[config.mk]
export PLATFORM = sky130hd
export DESIGN_NAME = ps2_mouse_packet_cursor_tracker
export DESIGN_NICKNAME = d
export VERILOG_FILES = /design/src/design/ps2m_pkg.sv /design/src/design/ps2m_packet.sv /design/src/design/ps2m_cursor.sv /design/src/design/ps2_mouse_packet_cursor_tracker.sv
export SDC_FILE = /design/constraint.sdc
export NUM_CORES = 1
export LEC_CHECK = 0
export ABC_CLOCK_PERIOD_IN_PS = 12000
export BUFFER_PORTS_ARGS = -buffer_cell sky130_fd_sc_hd__buf_2
export CELL_PAD_IN_SITES_DETAIL_PLACEMENT = 1
export CELL_PAD_IN_SITES_GLOBAL_PLACEMENT = 1
export CORE_UTILIZATION = 25
export DETAILED_ROUTE_END_ITERATION = 6
export PLACE_DENSITY_LB_ADDON = 0.1
export SKIP_CTS_REPAIR_TIMING = 1
export SLEW_MARGIN = 40
export SYNTH_ARGS = -nofsm -noshare
export SYNTH_HDL_FRONTEND = slang
export SYNTH_SLANG_ARGS = --single-unit
[constraint.sdc]
create_clock -name clk -period 12 [get_ports clk]
set_clock_uncertainty 0.05 [all_clocks]
set_input_delay 1.8 -clock clk [delete_from_list [all_inputs] [get_ports clk]]
set_output_delay 1.8 -clock clk [all_outputs]
set_load 0.01 [all_outputs]
[src/design/ps2m_pkg.sv]
// Shared types and constants for the PS/2 mouse packet cursor tracker.
// No dependencies; imported by every module of the block.
`timescale 1ns / 1ps
`default_nettype none

package ps2m_pkg;

  localparam int DATA_W   = 8;
  localparam int POS_W    = 12;
  localparam int BOUND_W  = 13;
  localparam int OUT_W    = 32;

  localparam logic [7:0] SYNC_MASK   = 8'h08;
  localparam logic [7:0] OVF_MASK    = 8'hC0;
  localparam logic [7:0] X_SIGN_MASK = 8'h10;
  localparam logic [7:0] Y_SIGN_MASK = 8'h20;

  localparam int BTN_LEFT_BIT  = 0;
  localparam int BTN_RIGHT_BIT = 1;

  localparam logic [BOUND_W-1:0] FRAME_MAX     = 13'd4096;
  localparam logic [BOUND_W-1:0] WIDTH_RESET   = 13'd640;
  localparam logic [BOUND_W-1:0] HEIGHT_RESET  = 13'd480;
  localparam logic [POS_W-1:0]   POS_X_RESET   = 12'd320;
  localparam logic [POS_W-1:0]   POS_Y_RESET   = 12'd240;

  localparam logic CFG_WIDTH  = 1'b0;
  localparam logic CFG_HEIGHT = 1'b1;

  typedef struct packed {
    logic             done;
    logic [DATA_W-1:0] header;
    logic [DATA_W-1:0] x_byte;
    logic [DATA_W-1:0] y_byte;
  } pkt_t;

endpackage

`default_nettype wire

[src/design/ps2m_packet.sv]
// Three-byte packet assembler with bit-3 resync and overflow filtering.
// Depends on ps2m_pkg.
`timescale 1ns / 1ps
`default_nettype none

module ps2m_packet (
  input  wire logic                       clk,
  input  wire logic                       rst,
  input  wire logic                       fire,
  input  wire logic [ps2m_pkg::DATA_W-1:0] data_byte,
  input  wire logic                       from_aux,
  output ps2m_pkg::pkt_t                  pkt
);
  import ps2m_pkg::*;

  localparam logic [1:0] PH_HEAD = 2'd0;
  localparam logic [1:0] PH_X    = 2'd1;
  localparam logic [1:0] PH_Y    = 2'd2;

  logic [1:0]        phase;
  logic [DATA_W-1:0] header;
  logic [DATA_W-1:0] x_byte;

  always_comb begin
    pkt.done   = fire && from_aux && (phase == PH_Y) && ((header & OVF_MASK) == '0);
    pkt.header = header;
    pkt.x_byte = x_byte;
    pkt.y_byte = data_byte;
  end

  always_ff @(posedge clk) begin
    if (rst) begin
      phase  <= PH_HEAD;
      header <= '0;
      x_byte <= '0;
    end else if (fire && from_aux) begin
      case (phase)
        PH_X: begin
          x_byte <= data_byte;
          phase  <= PH_Y;
        end
        PH_Y: begin
          phase <= PH_HEAD;
        end
        default: begin
          if ((data_byte & SYNC_MASK) != '0) begin
            header <= data_byte;
            phase  <= PH_X;
          end else begin
            phase <= PH_HEAD;
          end
        end
      endcase
    end
  end

endmodule

`default_nettype wire

[src/design/ps2m_cursor.sv]
// Frame bound registers, cursor position state and the add-and-clamp update.
// Depends on ps2m_pkg.
`timescale 1ns / 1ps
`default_nettype none

module ps2m_cursor (
  input  wire logic                        clk,
  input  wire logic                        rst,
  input  wire logic                        cfg_we,
  input  wire logic                        cfg_index,
  input  wire logic [ps2m_pkg::BOUND_W-1:0] cfg_data,
  input  wire ps2m_pkg::pkt_t              pkt,
  output logic [ps2m_pkg::POS_W-1:0]       pos_x_next,
  output logic [ps2m_pkg::POS_W-1:0]       pos_y_next
);
  import ps2m_pkg::*;

  logic [BOUND_W-1:0] frame_width;
  logic [BOUND_W-1:0] frame_height;
  logic [POS_W-1:0]   pos_x;
  logic [POS_W-1:0]   pos_y;

  logic signed [8:0]       dx;
  logic signed [8:0]       dy;
  logic signed [POS_W+1:0] nx;
  logic signed [POS_W+1:0] ny;

  function automatic logic [POS_W-1:0] limit_of(input logic [BOUND_W-1:0] b);
    logic [BOUND_W-1:0] tmp;
    tmp = b - 13'd1;
    if (b == '0) return '0;
    else if (b > FRAME_MAX) return {POS_W{1'b1}};
    else return tmp[POS_W-1:0];
  endfunction

  function automatic logic [POS_W-1:0] clamp(input logic signed [POS_W+1:0] v,
                                             input logic [POS_W-1:0] hi);
    if (v[POS_W+1]) return '0;
    else if (v[POS_W:0] > {1'b0, hi}) return hi;
    else return v[POS_W-1:0];
  endfunction

  always_comb begin
    dx = {((pkt.header & X_SIGN_MASK) != '0), pkt.x_byte};
    dy = {((pkt.header & Y_SIGN_MASK) != '0), pkt.y_byte};
    nx = $signed({2'b00, pos_x}) + {{5{dx[8]}}, dx};
    ny = $signed({2'b00, pos_y}) - {{5{dy[8]}}, dy};
    pos_x_next = clamp(nx, limit_of(frame_width));
    pos_y_next = clamp(ny, limit_of(frame_height));
  end

  always_ff @(posedge clk) begin
    if (rst) begin
      frame_width  <= WIDTH_RESET;
      frame_height <= HEIGHT_RESET;
    end else if (cfg_we) begin
      case (cfg_index)
        CFG_WIDTH:  frame_width  <= cfg_data;
        CFG_HEIGHT: frame_height <= cfg_data;
        default:    frame_width  <= frame_width;
      endcase
    end
  end

  always_ff @(posedge clk) begin
    if (rst) begin
      pos_x <= POS_X_RESET;
      pos_y <= POS_Y_RESET;
    end else if (pkt.done) begin
      pos_x <= pos_x_next;
      pos_y <= pos_y_next;
    end
  end

endmodule

`default_nettype wire

[src/design/ps2_mouse_packet_cursor_tracker.sv]
// Path: a byte accepted into the input register gives its result (if any) on m_tvalid from the output register.
// Throughput: one byte per cycle; the input register advances whenever the output register
// is empty or being taken, so the only stall is a held result on the master side.
// Reset (rst, synchronous): both stages empty, packet phase at header, frame 640x480,
// cursor at 320,240.
`timescale 1ns / 1ps
`default_nettype none

module ps2_mouse_packet_cursor_tracker (
  input  wire logic                        clk,
  input  wire logic                        rst,
  input  wire logic                        s_tvalid,
  output logic                             s_tready,
  input  wire logic [7:0]                  s_tdata,   // [7:0] data_byte
  input  wire logic                        s_tuser,   // [0] from_aux
  output logic                             m_tvalid,
  input  wire logic                        m_tready,
  output logic [ps2m_pkg::OUT_W-1:0]       m_tdata,   // [11:0] cursor_x, [23:12] cursor_y,
                                                      // [24] button_left, [25] button_right
  input  wire logic                        cfg_we,
  input  wire logic                        cfg_index,
  input  wire logic [ps2m_pkg::BOUND_W-1:0] cfg_data
);
  import ps2m_pkg::*;

  logic              in_valid;
  logic [DATA_W-1:0] in_byte;
  logic              in_aux;
  logic              out_free;
  logic              fire;
  pkt_t              pkt;
  logic [POS_W-1:0]  pos_x_next;
  logic [POS_W-1:0]  pos_y_next;

  assign out_free = !m_tvalid || m_tready;
  assign fire     = in_valid && out_free;
  assign s_tready = !in_valid || out_free;

  always_ff @(posedge clk) begin
    if (rst) begin
      in_valid <= 1'b0;
    end else if (s_tready) begin
      in_valid <= s_tvalid;
    end
  end

  always_ff @(posedge clk) begin
    if (s_tready && s_tvalid) begin
      in_byte <= s_tdata;
      in_aux  <= s_tuser;
    end
  end

  ps2m_packet u_packet (
    .clk       (clk),
    .rst       (rst),
    .fire      (fire),
    .data_byte (in_byte),
    .from_aux  (in_aux),
    .pkt       (pkt)
  );

  ps2m_cursor u_cursor (
    .clk        (clk),
    .rst        (rst),
    .cfg_we     (cfg_we),
    .cfg_index  (cfg_index),
    .cfg_data   (cfg_data),
    .pkt        (pkt),
    .pos_x_next (pos_x_next),
    .pos_y_next (pos_y_next)
  );

  always_ff @(posedge clk) begin
    if (rst) begin
      m_tvalid <= 1'b0;
    end else if (out_free) begin
      m_tvalid <= pkt.done;
    end
  end

  always_ff @(posedge clk) begin
    if (pkt.done) begin
      m_tdata <= {{(OUT_W - 2 * POS_W - 2){1'b0}},
                  pkt.header[BTN_RIGHT_BIT], pkt.header[BTN_LEFT_BIT],
                  pos_y_next, pos_x_next};
    end
  end

endmodule

`default_nettype wire

# After elaboration in Yosys (flattened, before gate mapping)

Cells that the tools add are included.

Flip-flop bits (word level): 105
Bits of input ports: 28
Word-level logic and storage cells: 51
Output and inout port bits: 34

Multiplexer cells: 10
Reductions and logical operators: 17
$add $sub $neg: 4
Eq/ne operators: 2
Magnitude comparators: 4
Bitwise gates (word level): 2

Operators by type and width:

| cell                                                                  | count |
|---|---|
| 12-bit 2-to-1 mux                                                     | 8 |
| 13-bit by 12-bit greater-than comparator with 1-bit output            | 2 |
| 13-bit greater-than comparator (second input constant)                | 2 |
| 13-bit zero test                                                      | 2 |
| 12-bit by 1-bit subtractor with 12-bit output (second input constant) | 2 |
| 13-bit by 9-bit adder with 14-bit output                              | 1 |
| 13-bit by 9-bit subtractor with 14-bit output                         | 1 |
| 8-bit zero test                                                       | 1 |
| 2-bit AND reduction                                                   | 3 |
| 1-bit logical AND                                                     | 5 |
| 2-bit case mux with 2 select lines                                    | 1 |
| 3-bit AND reduction                                                   | 1 |
| 2-bit by 1-bit == test with 1-bit output (second input constant)      | 1 |
| 2-bit == test (second input constant)                                 | 1 |
| 1-bit zero test                                                       | 2 |
| 1-bit logical OR                                                      | 2 |
| 1-bit inverter                                                        | 2 |
| 2-bit OR reduction                                                    | 1 |
| 1-bit 2-to-1 mux                                                      | 1 |

# Logic depth before layout (Yosys ltp)

Depth after elaboration: 6
Depth in mapped cells: 18
Mapped depth without buffers: 17

# Cells and area by module

A second synthesis with hierarchy kept.

Cell total of the unflattened synthesis: 765
Area total of the unflattened synthesis: 6,790.3 sq um

Modules (own cells, without submodules):

| module                          | area an instance (sq um) | sequential area each (sq um) | cells an instance | times used |
|---|---|---|---|---|
| ps2m_cursor                     | 4,722.0                  | 1,001.0                      | 629               | 1 |
| ps2_mouse_packet_cursor_tracker | 1,202.4                  | 1,091.0                      | 52                | 1 |
| ps2m_packet                     | 865.8                    | 360.3                        | 84                | 1 |

# Worst setup path before layout

No wires, ideal clock.

Path kind: input-to-output
Start: input port m_tready
End: output port s_tready
Slack: 8.142 ns
Path buffers: 0
Stages: 1
Arrival time: 2.008 ns
Path through: nand3b_1

Longest elaborated chain between the ends: 2

Ends and longest elaborated chain:

| element            | RTL line                              | source |
|---|---|---|
| start: declaration | ps2_mouse_packet_cursor_tracker.sv:17 | `input wire logic m_tready,` |
| 1-bit logical OR   | ps2_mouse_packet_cursor_tracker.sv:35 | `assign out_free = !m_tvalid \|\| m_tready;` |
| 1-bit logical OR   | ps2_mouse_packet_cursor_tracker.sv:37 | `assign s_tready = !in_valid \|\| out_free;` |
| end: declaration   | ps2_mouse_packet_cursor_tracker.sv:13 | `output logic s_tready,` |

Every way passes these cells.

# Final worst setup path

Start: register in_byte[0]
End: register m_tdata[13] (netlist bit), data pin

Longest elaborated chain between the ends: 4

Ends and longest elaborated chain:

| element                                                    | RTL line                              | source |
|---|---|---|
| start: declaration                                         | ps2_mouse_packet_cursor_tracker.sv:27 | `logic [DATA_W-1:0] in_byte;` |
| start signal: assignment                                   | ps2_mouse_packet_cursor_tracker.sv:49 | `in_byte <= s_tdata;` |
| 13-bit by 9-bit subtractor with 14-bit output *            | ps2m_cursor.sv:47                     | `ny = $signed({2'b00, pos_y}) - {{5{dy[8]}}, dy};` |
| 13-bit by 12-bit greater-than comparator with 1-bit output | ps2m_cursor.sv:39                     | `else if (v[POS_W:0] > {1'b0, hi}) return hi;` |
| 12-bit 2-to-1 mux                                          | ps2m_cursor.sv:39                     |  |
| 12-bit 2-to-1 mux *                                        | ps2m_cursor.sv:38                     | `if (v[POS_W+1]) return '0;` |
| net pos_y_next[1]                                          | ps2_mouse_packet_cursor_tracker.sv:33 | `logic [POS_W-1:0] pos_y_next;` |
| end signal: assignment                                     | ps2_mouse_packet_cursor_tracker.sv:84 | `m_tdata <= {{(OUT_W - 2 * POS_W - 2){1'b0}},` |
| end: declaration                                           | ps2_mouse_packet_cursor_tracker.sv:18 | `output logic [ps2m_pkg::OUT_W-1:0] m_tdata,` |

Mark *: on every way through the listed nets, which the timed path passes. The rest lies on a longest branch.
A chain may end at the register's enable or synchronous reset.

==> results_dict.tcl <==
set metrics [dict create \
    status "completed" \
    antenna_left 0 \
    root_buffer "clkbuf_16" \
    multi_input_area_um2 3790 \
    ys.flop_type "dfxtp_1" \
    synth_xor_area_share_pct 3.89 \
    clock.fmax_ghz 0.208 \
    synth_top_area_share_pct 21.0 \
    initial_utilization_pct 25.7 \
    startpoint_type "flip-flop" \
    reg2reg_depth 16 \
    clk_latency_ns 0.37 \
    synth_edf_count 35 \
    r2r_start "in_byte[0]" \
    ys_async_sr_fraction_pct 0 \
    netlist_instances 772 \
    numCtsBuffers 9 \
    ys_warn_count 0 \
    critPathArrivalTime_ns 4.87 \
    synth_top_family_by_area "simple AND/OR/NAND/NOR gates" \
    clkTransAtPathRegs_ns 0.08 \
    rsz0062_at_grt "no" \
    routed_wl_mm 20.1 \
    area_delta_synth_final_pct 13.5 \
    ios 62 \
    holdPathEnd "m_tdata[24]" \
    nets 899 \
    num-fill-cells 3008 \
    synthSimpleGateAreaFrac_pct 21.2 \
    rows 58 \
    reg2reg_to "m_tdata[13]" \
    critical_path_class "reg2reg" \
    drive_gt1_share_pct 12.5 \
    p_leak_uw 0.00296 \
    cellPowerDensity_nw_per_um2 116 \
    cts_tree "yes" \
    cts.htree.levels 3 \
    path_common_cell "o21ai_0" \
    crit_path_max_incr_delay_ns 0.48 \
    r2r_slack_ns 7.19 \
    vias_per_cell 4.87 \
    slowest_stage "edfxtp_1" \
    yosysMostFrequentCell "nand2_1" \
    min_from "u_packet.header[0]" \
    worstMarginPinSlew_ns 0.743 \
    synth_fa_ha_area_share_pct 11.4 \
    synth_cell_types 75 \
    die_width_um 163 \
    endpoint_kind "flip-flop" \
    path_cells "ha_1 -> fa_1 -> nand2b_1 -> a21oi_1 -> nor2_1 -> o21ai_0 -> xor2_1 -> ha_1 -> a21oi_1 -> o21ai_0 -> a2111oi_0 -> o31a_1 -> o211ai_1 -> buf_4 -> o21ai_0 -> nor2_1" \
    antenna_found_initial 0 \
    die_area_um2 26600 \
    grt_first_pass_wirelength_mm 32.2 \
    syn_area_um2 6500 \
    slew_headroom_pct 50.4 \
    yosysTopAreaCell "dfxtp_1" \
    dp_hpwl_mm 15.6 \
    first_iter_violations 192 \
    cts_sinks 103 \
    syn_avg_cell_area_um2 8.42 \
    grt_max_degree 56 \
    final_hold_viol_count 0 \
    wire_per_inst_um 17.5 \
    synth-seq-cells 103 \
    grt_usage_pct 15.8 \
    drcViolationCount 0 \
    die-height_um 163 \
    coreArea_um2 25300 \
    yosys-mux-area-fraction_pct 2.39 \
    clock_path_buffers 2 \
    register_area_um2 2410 \
    synth.area.top_cells "dfxtp_1, edfxtp_1, ha_1" \
    grt_pass1_vias 5918 \
    maxCapViolCount 0 \
    drv_slew 0 \
    synth_compound_area_share_pct 18.9 \
    finalSetupTns_ns 0 \
    hold-path-cell-count 0 \
    synthTopCellsByCount "nand2_1, a21oi_1, nor2_1" \
    diodes 0 \
    post-route-period-util_pct 40.1 \
    synth_seq_area_share_pct 37.1 \
    hold_path_class "reg2reg" \
    ir_drop_v 0.0000551 \
    cp.required_ns 12.06 \
    gp_congestion 0.857 \
    port_buffers 55 \
    critPathMaxFanout 15 \
    min_period_ns 4.81 \
    grt-ovfl-total 0 \
    setup_viol 0 \
    p_total_uw 855 \
    num_vias 5590 \
    drtPass1Iterations 4 \
]
==> per-layer routing <==
metal | global-route usage, % | vias up | part of all wire (%)
met4 | 6.16 | 0 | 2.1
met5 | 0 | - | 0
met3 | 1.83 | 24 | 1.5
met1 | 19.5 | 2706 | 46
met2 | 27.8 | 54 | 51
li1 | - | 2806 | -
==> where the power goes <==
group | total, µW | internal, µW | switching, µW | leakage, µW
clock | 294 | 145 | 149 | 0.000138
sequential | 383 | 372 | 10.9 | 0.000886
combinational | 177 | 68.5 | 109 | 0.00194
total | 855 | 586 | 269 | 0.00296
==> worst max path at each step <==
stage | startpoint | to | cells after the start
final | in_byte[0] | m_tdata[13] | 16
after global routing | in_byte[0] | m_tdata[13] | 16
after CTS | in_byte[0] | m_tdata[13] | 16
after detailed placement | in_byte[0] | m_tdata[13] | 16
after global placement | in_byte[0] | m_tdata[13] | 16
after floorplan | m_tready | s_tready | 1
==> logic make-up after synthesis <==
family | count (synthesis)
AO/OA/AOI/OAI | 198
AND/OR/NAND/NOR | 292
other | 1
XOR/XNOR | 28
multiplexers | 15
flip-flops | 103
buffers and inverters | 77
adder cells (fa/ha/maj) | 58
==> metrics by stage <==
stage / std cells / hold slack, ns / utilization, % / cell area (µm²) / setup WS (ns)
2_1_floorplan: 777 / 0.358 / - / 6520 / 8.14
3_3_place_gp: 1132 / 0.372 / 28.0 / 7090 / 7.35
3_5_place_dp: 1132 / 0.386 / 28.0 / 7090 / 7.12
4_1_cts: 1148 / 0.395 / 29.1 / 7380 / 7.09
5_1_grt: 1148 / 0.416 / 29.1 / 7380 / 6.88
6_report: 1148 / 0.399 / 29.1 / 7380 / 7.19
==> state kept, by name (all words and copies together) (netlist names) <==
signal                 cells
m_tdata                   26
u_cursor.frame_height     13
u_cursor.frame_width      13
u_cursor.pos_x            12
u_cursor.pos_y            12
in_byte                    8
u_packet.x_byte            8
u_packet.header            6
u_packet.phase             2
in_aux                     1
in_valid                   1
m_tvalid                   1
==> area by class of cell <==
class	count	share of cell area, %
Clock buffer	9	3.05
Inverter	41	2.09
Tap cell	330	5.60
Multi-Input combinational cell	597	51.4
Clock inverter	7	0.814
Sequential cell	103	32.7
Timing Repair Buffer	61	4.34
==> cell usage in the layout, fill, tap and decap left out, types with 5 or more instances in the layout <==
cell and n:
nor2b_1 11, clkbuf_16 9, ha_1 56, and2_1 6, edfxtp_1 35, nor2_1 75
nand2_1 110, o21ai_1 8, o21a_1 9, conb_1 6, nor3_1 12, dfxtp_1 68
o21ai_0 42, buf_2 55, inv_1 41, nand3b_1 8, nand3_1 20, o31ai_1 9
xnor2_1 20, a21o_1 9, xor2_1 7, nand4_1 8, a21oi_1 75, mux2i_1 11
buf_4 6, nor4_1 6, nand2b_1 8, inv_6 5
==> critical path, delay by kind of cell, from the launching register on <==
kind	cells	cell delay (ns)
flops	1	0.48
fa+ha+maj	3	1.01
xor+xnor	1	0.28
buf+inv	1	0.30
compound gates	8	2.03
simple gates	3	0.39
Power figures use the tool's default switching activity.
